===== config.mk =====
export PLATFORM = sky130hd
export DESIGN_NAME = lift_pid_drive
export DESIGN_NICKNAME = d
export VERILOG_FILES = /design/src/lpd_pkg.sv /design/src/lift_pid_drive.sv
export SDC_FILE = /design/constraint.sdc
export NUM_CORES = 1
export LEC_CHECK = 0
export ABC_AREA = 1
export BUFFER_PORTS_ARGS = -buffer_cell sky130_fd_sc_hd__buf_2
export CELL_PAD_IN_SITES_DETAIL_PLACEMENT = 1
export CELL_PAD_IN_SITES_GLOBAL_PLACEMENT = 1
export CORE_ASPECT_RATIO = 1.1
export CORE_UTILIZATION = 29
export CTS_BUF_LIST = sky130_fd_sc_hd__clkbuf_8
export DETAILED_ROUTE_END_ITERATION = 12
export GPL_TIMING_DRIVEN = 0
export HOLD_SLACK_MARGIN = 0.06
export MAX_ROUTING_LAYER = met4
export PLACE_DENSITY_LB_ADDON = 0.1
export SYNTH_ARGS = -nofsm -noshare
export SYNTH_HDL_FRONTEND = slang
export SYNTH_SLANG_ARGS = --single-unit
export TNS_END_PERCENT = 50

===== constraint.sdc =====
create_clock -name clk_i -period 9.2 [get_ports clk_i]
set_input_delay 0.92 -clock clk_i [delete_from_list [all_inputs] [get_ports clk_i]]
set_output_delay 0.92 -clock clk_i [all_outputs]
set_load 0.03 [all_outputs]

===== src/lpd_pkg.sv =====
package lpd_pkg;

  localparam int unsigned SENSOR_BITS_DEF = 12;
  localparam int unsigned GAIN_FRAC_DEF   = 8;

  localparam int unsigned GAIN_W      = 16;
  localparam int unsigned ELAPSED_W   = 8;
  localparam int unsigned SLOPE_FRAC  = 8;
  localparam int unsigned SLOPE_W     = 21;
  localparam int unsigned INTEG_W     = 32;
  localparam int unsigned DRIVE_W     = 8;
  localparam int unsigned DRIVE_LIMIT = 127;
  localparam int unsigned CFG_IDX_W   = 2;

  // full-precision drive sum: gain x (integral << slope frac), plus sign and carry
  localparam int unsigned ACC_W   = GAIN_W + INTEG_W + SLOPE_FRAC + 1;
  localparam int unsigned TERM_N  = 3;
  localparam int unsigned MAC_CYC = TERM_N * GAIN_W;
  localparam int unsigned CYC_W   = $clog2(MAC_CYC);
  localparam int unsigned GB_W    = $clog2(GAIN_W);
  localparam int unsigned TERM_W  = CYC_W - GB_W;

endpackage


===== src/lift_pid_drive.sv =====
// An accepted input word runs the multiply in ST_RUN (skipped when target reached), then waits in ST_FIN
//   until the output register is free; no new input word is taken until its output word is loaded.
// Bit-serial gain multiply: one gain bit per cycle over three 16-bit gains.
// Integral multiply and slope divide (one quotient bit per cycle) run alongside.
// Reset (async, active low) clears gains, target, integral, last error and slope.
module lift_pid_drive #(
  parameter int unsigned SENSOR_BITS        = lpd_pkg::SENSOR_BITS_DEF,
  parameter int unsigned GAIN_FRACTION_BITS = lpd_pkg::GAIN_FRAC_DEF,
  localparam int unsigned S_DATA_W = ((SENSOR_BITS + lpd_pkg::ELAPSED_W + 7) / 8) * 8
) (
  input  logic                          clk_i,
  input  logic                          rst_ni,
  input  logic                          cfg_we_i,
  input  logic [lpd_pkg::CFG_IDX_W-1:0] cfg_idx_i,
  input  logic [lpd_pkg::GAIN_W-1:0]    cfg_data_i,
  input  logic                          s_axis_tvalid,
  output logic                          s_axis_tready,
  input  logic [S_DATA_W-1:0]           s_axis_tdata,  // position_sample, elapsed_ms
  input  logic [0:0]                    s_axis_tuser,  // start_run
  output logic                          m_axis_tvalid,
  input  logic                          m_axis_tready,
  output logic [lpd_pkg::DRIVE_W-1:0]   m_axis_tdata,  // drive_value
  output logic [0:0]                    m_axis_tuser   // target_reached
);
  import lpd_pkg::*;

  localparam int unsigned ERR_W  = SENSOR_BITS + 1;
  localparam int unsigned PROD_W = SENSOR_BITS + ELAPSED_W;
  localparam int unsigned DVD_W  = SENSOR_BITS + SLOPE_FRAC;
  localparam int unsigned SHIFT  = GAIN_FRACTION_BITS + SLOPE_FRAC;
  localparam int unsigned QC_W   = (DVD_W > SLOPE_W) ? DVD_W : SLOPE_W;

  localparam logic [QC_W-1:0]    SLOPE_LIM = QC_W'(64'd1 << (SLOPE_W - 1));
  localparam logic [INTEG_W-1:0] INTEG_MAX = {1'b0, {(INTEG_W-1){1'b1}}};
  localparam logic [INTEG_W-1:0] INTEG_MIN = {1'b1, {(INTEG_W-1){1'b0}}};

  localparam logic [TERM_W-1:0] TERM_P = TERM_W'(0);
  localparam logic [TERM_W-1:0] TERM_I = TERM_W'(1);
  localparam logic [TERM_W-1:0] TERM_D = TERM_W'(2);

  typedef enum logic [1:0] {ST_IDLE, ST_RUN, ST_FIN} state_e;
  typedef enum logic [CFG_IDX_W-1:0] {REG_TARGET, REG_KP, REG_KI, REG_KD} cfg_reg_e;

  state_e                  state_q;
  logic [CYC_W-1:0]        cyc_q;
  logic [SENSOR_BITS-1:0]  target_q;
  logic [GAIN_W-1:0]       kp_q, ki_q, kd_q;
  logic [INTEG_W-1:0]      integ_q;
  logic [ERR_W-1:0]        last_err_q;
  logic [SLOPE_W-1:0]      slope_q;
  logic                    m_valid_q;
  logic [DRIVE_W-1:0]      m_drive_q;
  logic                    m_reached_q;

  logic [SENSOR_BITS-1:0]  err_q;
  logic [ELAPSED_W-1:0]    elapsed_q, el_sh_q;
  logic [PROD_W-1:0]       mop_q, prod_q;
  logic [ELAPSED_W-1:0]    rem_q;
  logic [DVD_W-1:0]        dvd_q;
  logic                    neg_q;
  logic                    reached_q;
  logic [ACC_W-1:0]        acc_q, op_q;
  logic [GAIN_W-1:0]       gsh_q;

  logic [SENSOR_BITS-1:0]  sample, err_in, diff_mag;
  logic [ELAPSED_W-1:0]    elapsed_in;
  logic                    start_in, accept, reached_in, out_free;
  logic [ERR_W-1:0]        last_eff, diff, diff_neg;
  logic [INTEG_W:0]        integ_sum;
  logic [INTEG_W-1:0]      integ_d;
  logic [ELAPSED_W+1:0]    trial;
  logic                    qbit;
  logic [ELAPSED_W-1:0]    rem_d;
  logic [QC_W-1:0]         q_ext, slope_mag, slope_neg;
  logic [SLOPE_W-1:0]      slope_d;
  logic [TERM_W-1:0]       term_sel;
  logic                    first;
  logic [ACC_W-1:0]        op_ld, op_cur, acc_d, acc_abs, acc_shr;
  logic [GAIN_W-1:0]       g_ld, g_cur;
  logic [DRIVE_W-2:0]      mag;
  logic [DRIVE_W-1:0]      drive_d;

  always_comb begin
    sample     = s_axis_tdata[SENSOR_BITS-1:0];
    elapsed_in = s_axis_tdata[SENSOR_BITS +: ELAPSED_W];
    start_in   = s_axis_tuser[0];
    accept     = s_axis_tvalid && (state_q == ST_IDLE);
    reached_in = sample >= target_q;
    err_in     = target_q - sample;
    last_eff   = start_in ? '0 : last_err_q;
    diff       = {1'b0, err_in} - last_eff;
    diff_neg   = -diff;
    diff_mag   = diff[ERR_W-1] ? diff_neg[SENSOR_BITS-1:0] : diff[SENSOR_BITS-1:0];
    out_free   = !m_valid_q || m_axis_tready;

    // saturating integral update
    integ_sum = {integ_q[INTEG_W-1], integ_q} + (INTEG_W+1)'(prod_q);
    if (integ_sum[INTEG_W] != integ_sum[INTEG_W-1]) begin
      integ_d = integ_sum[INTEG_W] ? INTEG_MIN : INTEG_MAX;
    end else begin
      integ_d = integ_sum[INTEG_W-1:0];
    end

    // restoring divide step
    trial = {1'b0, rem_q, dvd_q[DVD_W-1]} - {2'b00, elapsed_q};
    qbit  = !trial[ELAPSED_W+1];
    rem_d = qbit ? trial[ELAPSED_W-1:0] : {rem_q[ELAPSED_W-2:0], dvd_q[DVD_W-1]};

    // slope from quotient magnitude, clamped to slope range
    q_ext = QC_W'(dvd_q);
    if (q_ext >= SLOPE_LIM) begin
      slope_mag = neg_q ? SLOPE_LIM : SLOPE_LIM - QC_W'(1);
    end else begin
      slope_mag = q_ext;
    end
    slope_neg = -slope_mag;
    slope_d   = neg_q ? slope_neg[SLOPE_W-1:0] : slope_mag[SLOPE_W-1:0];

    // shift-add multiply, one gain bit per cycle
    term_sel = cyc_q[CYC_W-1:GB_W];
    first    = cyc_q[GB_W-1:0] == '0;
    case (term_sel)
      TERM_P: begin
        op_ld = {{(ACC_W-SENSOR_BITS-SLOPE_FRAC){1'b0}}, err_q, {SLOPE_FRAC{1'b0}}};
        g_ld  = kp_q;
      end
      TERM_I: begin
        op_ld = {{(ACC_W-INTEG_W-SLOPE_FRAC){integ_q[INTEG_W-1]}}, integ_q,
                 {SLOPE_FRAC{1'b0}}};
        g_ld  = ki_q;
      end
      TERM_D: begin
        op_ld = {{(ACC_W-SLOPE_W){slope_q[SLOPE_W-1]}}, slope_q};
        g_ld  = kd_q;
      end
      default: begin
        op_ld = '0;
        g_ld  = '0;
      end
    endcase
    op_cur = first ? op_ld : op_q;
    g_cur  = first ? g_ld : gsh_q;
    acc_d  = acc_q + (g_cur[0] ? op_cur : '0);

    // truncate toward zero, saturate
    acc_abs = acc_q[ACC_W-1] ? -acc_q : acc_q;
    acc_shr = acc_abs >> SHIFT;
    mag     = (|acc_shr[ACC_W-1:DRIVE_W-1]) ? (DRIVE_W-1)'(DRIVE_LIMIT) : acc_shr[DRIVE_W-2:0];
    drive_d = acc_q[ACC_W-1] ? -{1'b0, mag} : {1'b0, mag};
  end

  always_ff @(posedge clk_i or negedge rst_ni) begin
    if (!rst_ni) begin
      state_q     <= ST_IDLE;
      cyc_q       <= '0;
      target_q    <= '0;
      kp_q        <= '0;
      ki_q        <= '0;
      kd_q        <= '0;
      integ_q     <= '0;
      last_err_q  <= '0;
      slope_q     <= '0;
      m_valid_q   <= 1'b0;
      m_drive_q   <= '0;
      m_reached_q <= 1'b0;
    end else begin
      if (cfg_we_i) begin
        case (cfg_reg_e'(cfg_idx_i))
          REG_TARGET: target_q <= cfg_data_i[SENSOR_BITS-1:0];
          REG_KP:     kp_q     <= cfg_data_i;
          REG_KI:     ki_q     <= cfg_data_i;
          REG_KD:     kd_q     <= cfg_data_i;
          default: ;
        endcase
      end
      if (m_axis_tready && state_q != ST_FIN) begin
        m_valid_q <= 1'b0;
      end
      case (state_q)
        ST_IDLE: begin
          if (accept) begin
            if (start_in) begin
              integ_q <= '0;
              slope_q <= '0;
            end
            if (reached_in) begin
              if (start_in) begin
                last_err_q <= '0;
              end
              state_q <= ST_FIN;
            end else begin
              last_err_q <= {1'b0, err_in};
              cyc_q      <= '0;
              state_q    <= ST_RUN;
            end
          end
        end
        ST_RUN: begin
          cyc_q <= cyc_q + CYC_W'(1);
          if (cyc_q == CYC_W'(ELAPSED_W)) begin
            integ_q <= integ_d;
          end
          if (cyc_q == CYC_W'(DVD_W) && elapsed_q != '0) begin
            slope_q <= slope_d;
          end
          if (cyc_q == CYC_W'(MAC_CYC - 1)) begin
            state_q <= ST_FIN;
          end
        end
        ST_FIN: begin
          if (out_free) begin
            m_valid_q   <= 1'b1;
            m_drive_q   <= drive_d;
            m_reached_q <= reached_q;
            state_q     <= ST_IDLE;
          end
        end
        default: state_q <= ST_IDLE;
      endcase
    end
  end

  always_ff @(posedge clk_i) begin
    if (accept) begin
      err_q     <= err_in;
      elapsed_q <= elapsed_in;
      el_sh_q   <= elapsed_in;
      mop_q     <= PROD_W'(err_in);
      prod_q    <= '0;
      rem_q     <= '0;
      dvd_q     <= {diff_mag, {SLOPE_FRAC{1'b0}}};
      neg_q     <= diff[ERR_W-1];
      acc_q     <= '0;
      reached_q <= reached_in;
    end else if (state_q == ST_RUN) begin
      if (cyc_q < CYC_W'(ELAPSED_W)) begin
        if (el_sh_q[0]) begin
          prod_q <= prod_q + mop_q;
        end
        mop_q   <= {mop_q[PROD_W-2:0], 1'b0};
        el_sh_q <= {1'b0, el_sh_q[ELAPSED_W-1:1]};
      end
      if (cyc_q < CYC_W'(DVD_W)) begin
        rem_q <= rem_d;
        dvd_q <= {dvd_q[DVD_W-2:0], qbit};
      end
      acc_q <= acc_d;
      op_q  <= {op_cur[ACC_W-2:0], 1'b0};
      gsh_q <= {1'b0, g_cur[GAIN_W-1:1]};
    end
  end

  assign s_axis_tready = (state_q == ST_IDLE);
  assign m_axis_tvalid = m_valid_q;
  assign m_axis_tdata  = m_drive_q;
  assign m_axis_tuser  = m_reached_q;

endmodule


==> qor.txt, run 1 <==
Register share of total power -> 0.275
Vias -> 23710
Htree depth -> 3
Slowest-stage cell, CP -> clkbuf_1
Avg Inst Size Synth -> 7.097 um2
Post-CTS Hold Buffers -> 0
Final global-route overflow total -> 0
Crit-path cells -> inv_1, ha_1, nand2_1, clkbuf_1, clkbuf_1, nor4_1, ha_1, fa_1, nand3_1, nand2_1, a21oi_1, o21ai_1, a21boi_1, o21ai_1, a21oi_1, o21ai_0, xnor2_1, nand2_1, a21oi_1
Crit path capture type -> register
Post-synthesis simple-gate area fraction -> 0.2694
Starting density of the core -> 0.2925
Fmax -> 0.1725 GHz
Most common flop cell mapped by yosys -> dfrtp_1
Worst-Margin Slew -> 1120 ps
Arr. time, crit path -> 6410 ps
Nets -> 3874
GRT Total Usage -> 0.2253
Unrepaired setup endpoints after global routing -> false
Routed WL per cell -> 19.58 um
Hold WS -> 181.3 ps
FP Rows -> 113
Maximum fanout along the worst path -> 10
CTS tree -> built
Max_cap viols -> 0
RD Place Congestion -> 0.8873
Final min period -> 5797 ps
Die Area -> 0.08818 mm2
Antenna Nets Post-Route -> 0
Setup bufs post-CTS -> 0
Syn. warnings -> 0
CTS root buffer -> clkbuf_8
Core Area -> 0.08625 mm2
Cell variety after synth -> 59
Layout cell share with drive strength beyond 1 -> 0.06560
Skew-Pair Late Insertion Delay -> 700 ps
CTS Buffer Depth -> 3
DR DRC count -> 0
Final design utilization -> 0.3309
Post-Route WL -> 96010 um
Pint -> 5.098 mW
Switching power share of the total -> 0.5093
Largest net degree at the start of global routing -> 77
Final setup viols -> 0
Yosys reg bits -> 370
Detail Placement HPWL -> 77200 um
Comb pwr share -> 0.554
Die height -> 311.4 um
Placed insts -> 4761
Post-synthesis mux area share -> 0
Final setup skew -> 35.25 ps
Static leakage power -> 13.58 nW
Outcome -> finished clean
Critical path type -> reg -> reg
Ys async rst share -> 0.3892
Adder-cell area share of the yosys netlist -> 0.06973
Largest family of logic cells by synthesized area -> simple AND/OR/NAND/NOR gates
Chip width -> 283.2 um
Final Cycle Share -> 0.6301
Vias in the first global route -> 24960
Syn-to-layout area delta -> 13.11%
Psw -> 5.292 mW
CTS resizes -> 0
Vias per cell -> 4.836
Mapped cell area -> 0.02523 mm2
HP Class -> in -> async
Clock power frac -> 0.171
Setup crit start kind -> register
Total power -> 10.39 mW
Critical Path Max Stage Delay -> 720 ps
Compound-gate portion of the synthesized area -> 0.1663
Max-slew violations -> 0
Post-Synth XOR/XNOR Area -> 0.04062
Io pins -> 59
Critical Path RT -> 9810 ps
Mapped Cells -> 3555
Port bufs -> 54
Slew margin rel. -> 0.2537
Worst vdd ir -> 128.4 uV
Number of synthesized flops with an enable pin -> 125
Initial drt markers -> 1033
First-pass GRT wire length -> 149500 um
Initial antenna violation count -> 2
Final-layout fill cell count -> 10910
Sum of negative setup slack -> 0 ps
Seq/Total Area, Yosys -> 0.3718
1st-pass router iterations -> 5
CTS clk-pin slew, worst paths -> 60 ps
Fin cells -> 4903
Num CTS Buffers -> 76
Final Hold Viols -> 0
P per Cell Area -> 364.1 mW/mm2
CTS sink count -> 370
Net Count, Synth -> 3740
==> through the flow <==
step	setup WS (ps)	area [um2]
after floorplan	5178	25230
after global placement	3089	26940
after detailed placement	3282	27010
after CTS	3237	28530
after global routing	3008	28530
final	3403	28540
==> power groups by stage <==
stage / registers [mW] / logic (mW) / clock network (mW)
detailed placement: 2.90 / 5.84 / 0
finish: 2.86 / 5.76 / 1.77
floorplan: 2.68 / 4.02 / 0
CTS: 2.87 / 5.86 / 1.85
global placement: 2.91 / 5.78 / 0
global route: 2.92 / 6.54 / 1.92
==> cells by family after synthesis <==
logic type | count (synthesis)
AO/OA/AOI/OAI | 746
XOR/XNOR | 117
adder cells (fa/ha/maj) | 137
buffers and inverters | 543
flip-flops | 370
AND/OR/NAND/NOR | 1642
==> critical path, delay by kind of cell, from the launching register on <==
kind                       cells  cell delay, ps
and+or+nand+nor                5             600
adders and majority gates      3             900
DFF                            1             370
AOI/OAI and AO/OA              7            2090
xor gates and xnor gates       1             270
buffers and inverters          3            1460
==> state kept, by name (all words and copies together) (netlist names) <==
register	cells
neg_q	1
m_axis_tuser	1
prod_q	20
m_axis_tvalid	1
integ_q	32
target_q	12
state_q	2
elapsed_q	8
slope_q	21
acc_q	57
cyc_q	6
rem_q	8
reached_q	1
op_q	56
el_sh_q	8
last_err_q	13
dvd_q	20
kd_q	16
gsh_q	15
ki_q	16
err_q	12
kp_q	16
m_axis_tdata	8
mop_q	20
==> layout make-up <==
cell class / count / area, um2 / area share
Multi-Input combinational cell: 2642 / 13780 / 0.4827
Sequential cell: 370 / 9379 / 0.3287
Inverter: 433 / 1625 / 0.05696
Tap cell: 1150 / 1439 / 0.05042
Clock buffer: 85 / 1170 / 0.04100
Buffer: 110 / 454.2 / 0.01592
Clock inverter: 54 / 350.3 / 0.01228
Timing Repair Buffer: 56 / 335.3 / 0.01175
Antenna cell: 3 / 7.507 / 0.0002631
==> Yosys cell counts, drive strengths merged (2+ instances only) <==
cell     count  area [um2]
nand2      959        3647
inv        428        1607
nor2       388        1561
o21ai      311        1575
a21oi      248        1249
nand3      199        1023
dfrtp      144        3603
ha         131        1639
edfxtp     125        3754
dfxtp      101        2022
clkbuf      80       300.3
xor2        76       665.6
xnor2       41       359.1
nor3        40       205.2
o211ai      37       282.8
buf         30       148.9
o22ai       30       187.7
a21boi      25       187.7
a31oi       20       125.1
o21bai      19       142.6
nand4       18       112.6
a21o        16       120.1
o21a        16       120.1
nor4        13       81.33
or2         13       81.33
fa           6       120.1
nand3b       6       45.04
clkinv       5       18.77
a221oi       4       35.03
and2         4       25.02
o2111ai      4       35.03
o221ai       4       35.03
a211oi       3       22.52
o31ai        3       22.52
a32o         2       20.02
==> routing by layer <==
| metal | wire, um | track usage |
|---|---|---|
| met5 | 0 | - |
| met4 | 1747 | 0.05344 |
| met3 | 2051 | 0.02277 |
| met2 | 49410 | 0.4045 |
| met1 | 42810 | 0.2689 |
==> path summary, 6_finish.rpt <==
check,to,start,depth (start not counted),slack (ps)
worst max-delay path,acc_q[56],cyc_q[0],19,3400
worst min-delay path,integ_q[17],rst_ni,1,180
worst max register to register,acc_q[56],cyc_q[0],19,3400
worst min register to register,m_axis_tuser,m_axis_tuser,2,470
max in group asynchronous,m_axis_tdata[2],rst_ni,2,8140
min in group clk_i,elapsed_q[5],s_axis_tdata[17],1,410
==> cell usage in the layout (no fill, tap or decap), types with 7 or more instances in the layout <==
cell	instances
nor2_1	367
dfrtp_1	144
inv_1	449
o21ai_0	288
edfxtp_1	125
nand2_2	10
a21oi_1	246
a21boi_0	24
o21bai_1	19
clkinv_1	11
or2_2	10
nand4_1	18
nand3_1	195
nand2_1	946
o21a_1	16
dfxtp_1	101
clkbuf_8	85
nor4_1	13
a31oi_1	20
buf_2	68
xor2_1	76
o22ai_1	30
o21ai_1	18
nor3_1	39
inv_2	7
o211ai_1	36
a21o_1	16
xnor2_1	41
ha_1	131
clkbuf_1	79
clkinv_2	10
buf_1	11
nor2_2	14
Power figures use the tool's default switching activity.
==> run 2, diff against run 1 <==
==> constraint.sdc (replaced) <==
create_clock -name clk_i -period 5.9 [get_ports clk_i]
set_input_delay 0.59 -clock clk_i [delete_from_list [all_inputs] [get_ports clk_i]]
set_output_delay 0.59 -clock clk_i [all_outputs]
set_load 0.03 [all_outputs]
==> run 2 against run 1 <==
  * First-iteration DRC count shrank 4.1%
  * Critical path type unchanged
  * Flip-flop and latch count is the same
  * Largest cell class unchanged
  * Die area unchanged
  * Critical path depth increased by 2
  * Non-clock buffer count is 10 higher
  * Power is 56% higher
  * Clock power is 56% higher
  * Wire length hardly changed
  * Global-route usage is the same
==> qor.txt, run 2 (synthesis results as in run 1) <==
Setup crit start kind -> register
Max-slew violations -> 0
Core Area -> 0.08625 mm2
Final WS setup -> 385.7 ps
Die Area -> 0.08818 mm2
Post-route cell area -> 0.02865 mm2
Routed WL per cell -> 19.54 um
1st-pass router iterations -> 5
Critical Path RT -> 6510 ps
Critical path type -> reg -> reg
Maximum fanout along the worst path -> 10
First-pass GRT wire length -> 149500 um
Most flop-heavy register -> acc_q
Reg2reg start -> cyc_q[0]
Final setup viols -> 0
Arr. time, crit path -> 6120 ps
Port bufs -> 54
Final Hold Viols -> 0
Initial drt markers -> 991
Starting density of the core -> 0.2925
FP Rows -> 113
Fmax -> 0.1813 GHz
CTS tree -> built
Final global-route overflow total -> 0
Outcome -> finished clean
Vias per cell -> 4.824
Chip width -> 283.2 um
Commonest non-fill, non-tap cell in the layout -> nand2_1
Flop-to-flop setup slack -> 390 ps
Largest net degree at the start of global routing -> 77
GRT Total Usage -> 0.2253
Layout cell share with drive strength beyond 1 -> 0.06702
Worst Hold End -> kd_q[13]
Commonest cells after routing, fill and taps aside -> nand2_1 (946), inv_1 (449), nor2_1 (367)
Final setup skew -> 34.23 ps
HP Class -> in -> reg
Detail Placement HPWL -> 77200 um
Worst vdd ir -> 200.2 uV
Fin cells -> 4913
Hold Crit Start -> cfg_data_i[13]
Final min period -> 5514 ps
Worst-Margin Slew -> 1136 ps
Unrepaired setup endpoints after global routing -> false
CTS sink count -> 370
Max reg flops -> 57
P per Cell Area -> 565.8 mW/mm2
Final Cycle Share -> 0.9346
R2r endpoint -> acc_q[56]
Initial antenna violation count -> 2
RD Place Congestion -> 0.8873
Hold Path Depth -> 3
Placement Setup Slack -> -18.22 ps
Nets -> 3884
Crit path capture type -> register
Total power -> 16.21 mW
CTS Buffer Depth -> 3
DR DRC count -> 0
Antenna Nets Post-Route -> 0
Io pins -> 59
Syn-to-layout area delta -> 13.54%
Skew-Pair Late Insertion Delay -> 700 ps
Reg2Reg Depth -> 21
Num CTS Buffers -> 76
Placed cell area -> 0.02701 mm2
Die height -> 311.4 um
Htree depth -> 3
CTS root buffer -> clkbuf_8
Largest regs -> acc_q (57), op_q (56), integ_q (32)
Setup bufs post-CTS -> 0
Post-Route WL -> 95990 um
CTS clk-pin slew, worst paths -> 60 ps
Placed insts -> 4761
Vias in the first global route -> 24970
Static leakage power -> 13.64 nW
Max_cap viols -> 0
Slew margin rel. -> 0.2426
Vias -> 23700
## run 2: stage by stage
step	setup TNS [ps]	utilization	hold slack, ps
global placement	-211.4	0.3123	453.5
floorplan	0	-	294.4
detailed placement	-18.22	0.3132	458.2
finish	0	0.3321	197.6
CTS	0	0.3320	122.4
global route	0	0.3321	160.8
## run 2: worst max-delay path by stage
stage | cells past startpoint | endpoint | start
2_1_floorplan | 21 | acc_q[56] | cyc_q[0]
3_3_place_gp | 19 | acc_q[56] | cyc_q[0]
3_5_place_dp | 19 | acc_q[56] | cyc_q[0]
4_1_cts | 20 | acc_q[56] | cyc_q[0]
5_1_grt | 21 | acc_q[56] | cyc_q[0]
6_report | 21 | acc_q[56] | cyc_q[0]
## run 2: power by group
group | switching, mW | total (mW) | internal (mW)
Clock | 1.29 | 2.76 | 1.47
Sequential | 0.779 | 4.46 | 3.68
Combinational | 6.18 | 8.98 | 2.81
Total | 8.25 | 16.2 | 7.96
## run 2: final cells by class
type | count | area (um2)
multi-input cells | 2642 | 13780
clock buffers | 85 | 1170
well taps | 1150 | 1439
plain buffers | 110 | 460.4
inverters | 433 | 1625
fillers | 10910 | 57600
diodes | 3 | 7.507
flip-flops and latches | 370 | 9379
clock inverters | 54 | 350.3
repair buffers | 66 | 435.4
## run 2: per-layer routing
metal / up-vias / part of all wire / global-route usage / routed length (um)
met5: - / 0 / - / 0
met4: 0 / 0.019 / 0.05344 / 1785
met3: 113 / 0.022 / 0.02277 / 2072
met2: 252 / 0.51 / 0.4045 / 49320
met1: 11320 / 0.45 / 0.2689 / 42810
li1: 12010 / - / - / -
## run 2: critical path, cell delays in order (launching register included)
cell	delay, ps
dfrtp_1	370
inv_1	80
ha_1	230
nand2_1	200
a21oi_2	130
o21ai_0	210
nand2_1	120
inv_2	230
buf_1	500
nor2_1	180
fa_1	480
nand3_1	90
nand2_1	90
a21oi_1	330
o21ai_1	170
a21boi_1	410
o21ai_1	310
a21oi_1	460
o21ai_0	310
xnor2_1	280
nand2_1	90
a21oi_1	150
## run 2: repair_timing
action                                 CTS  global route
setup endpoints to repair                1             8
hold buffers                            10             0
gates resized for setup                  1             9
endpoints found under the hold margin   77             0
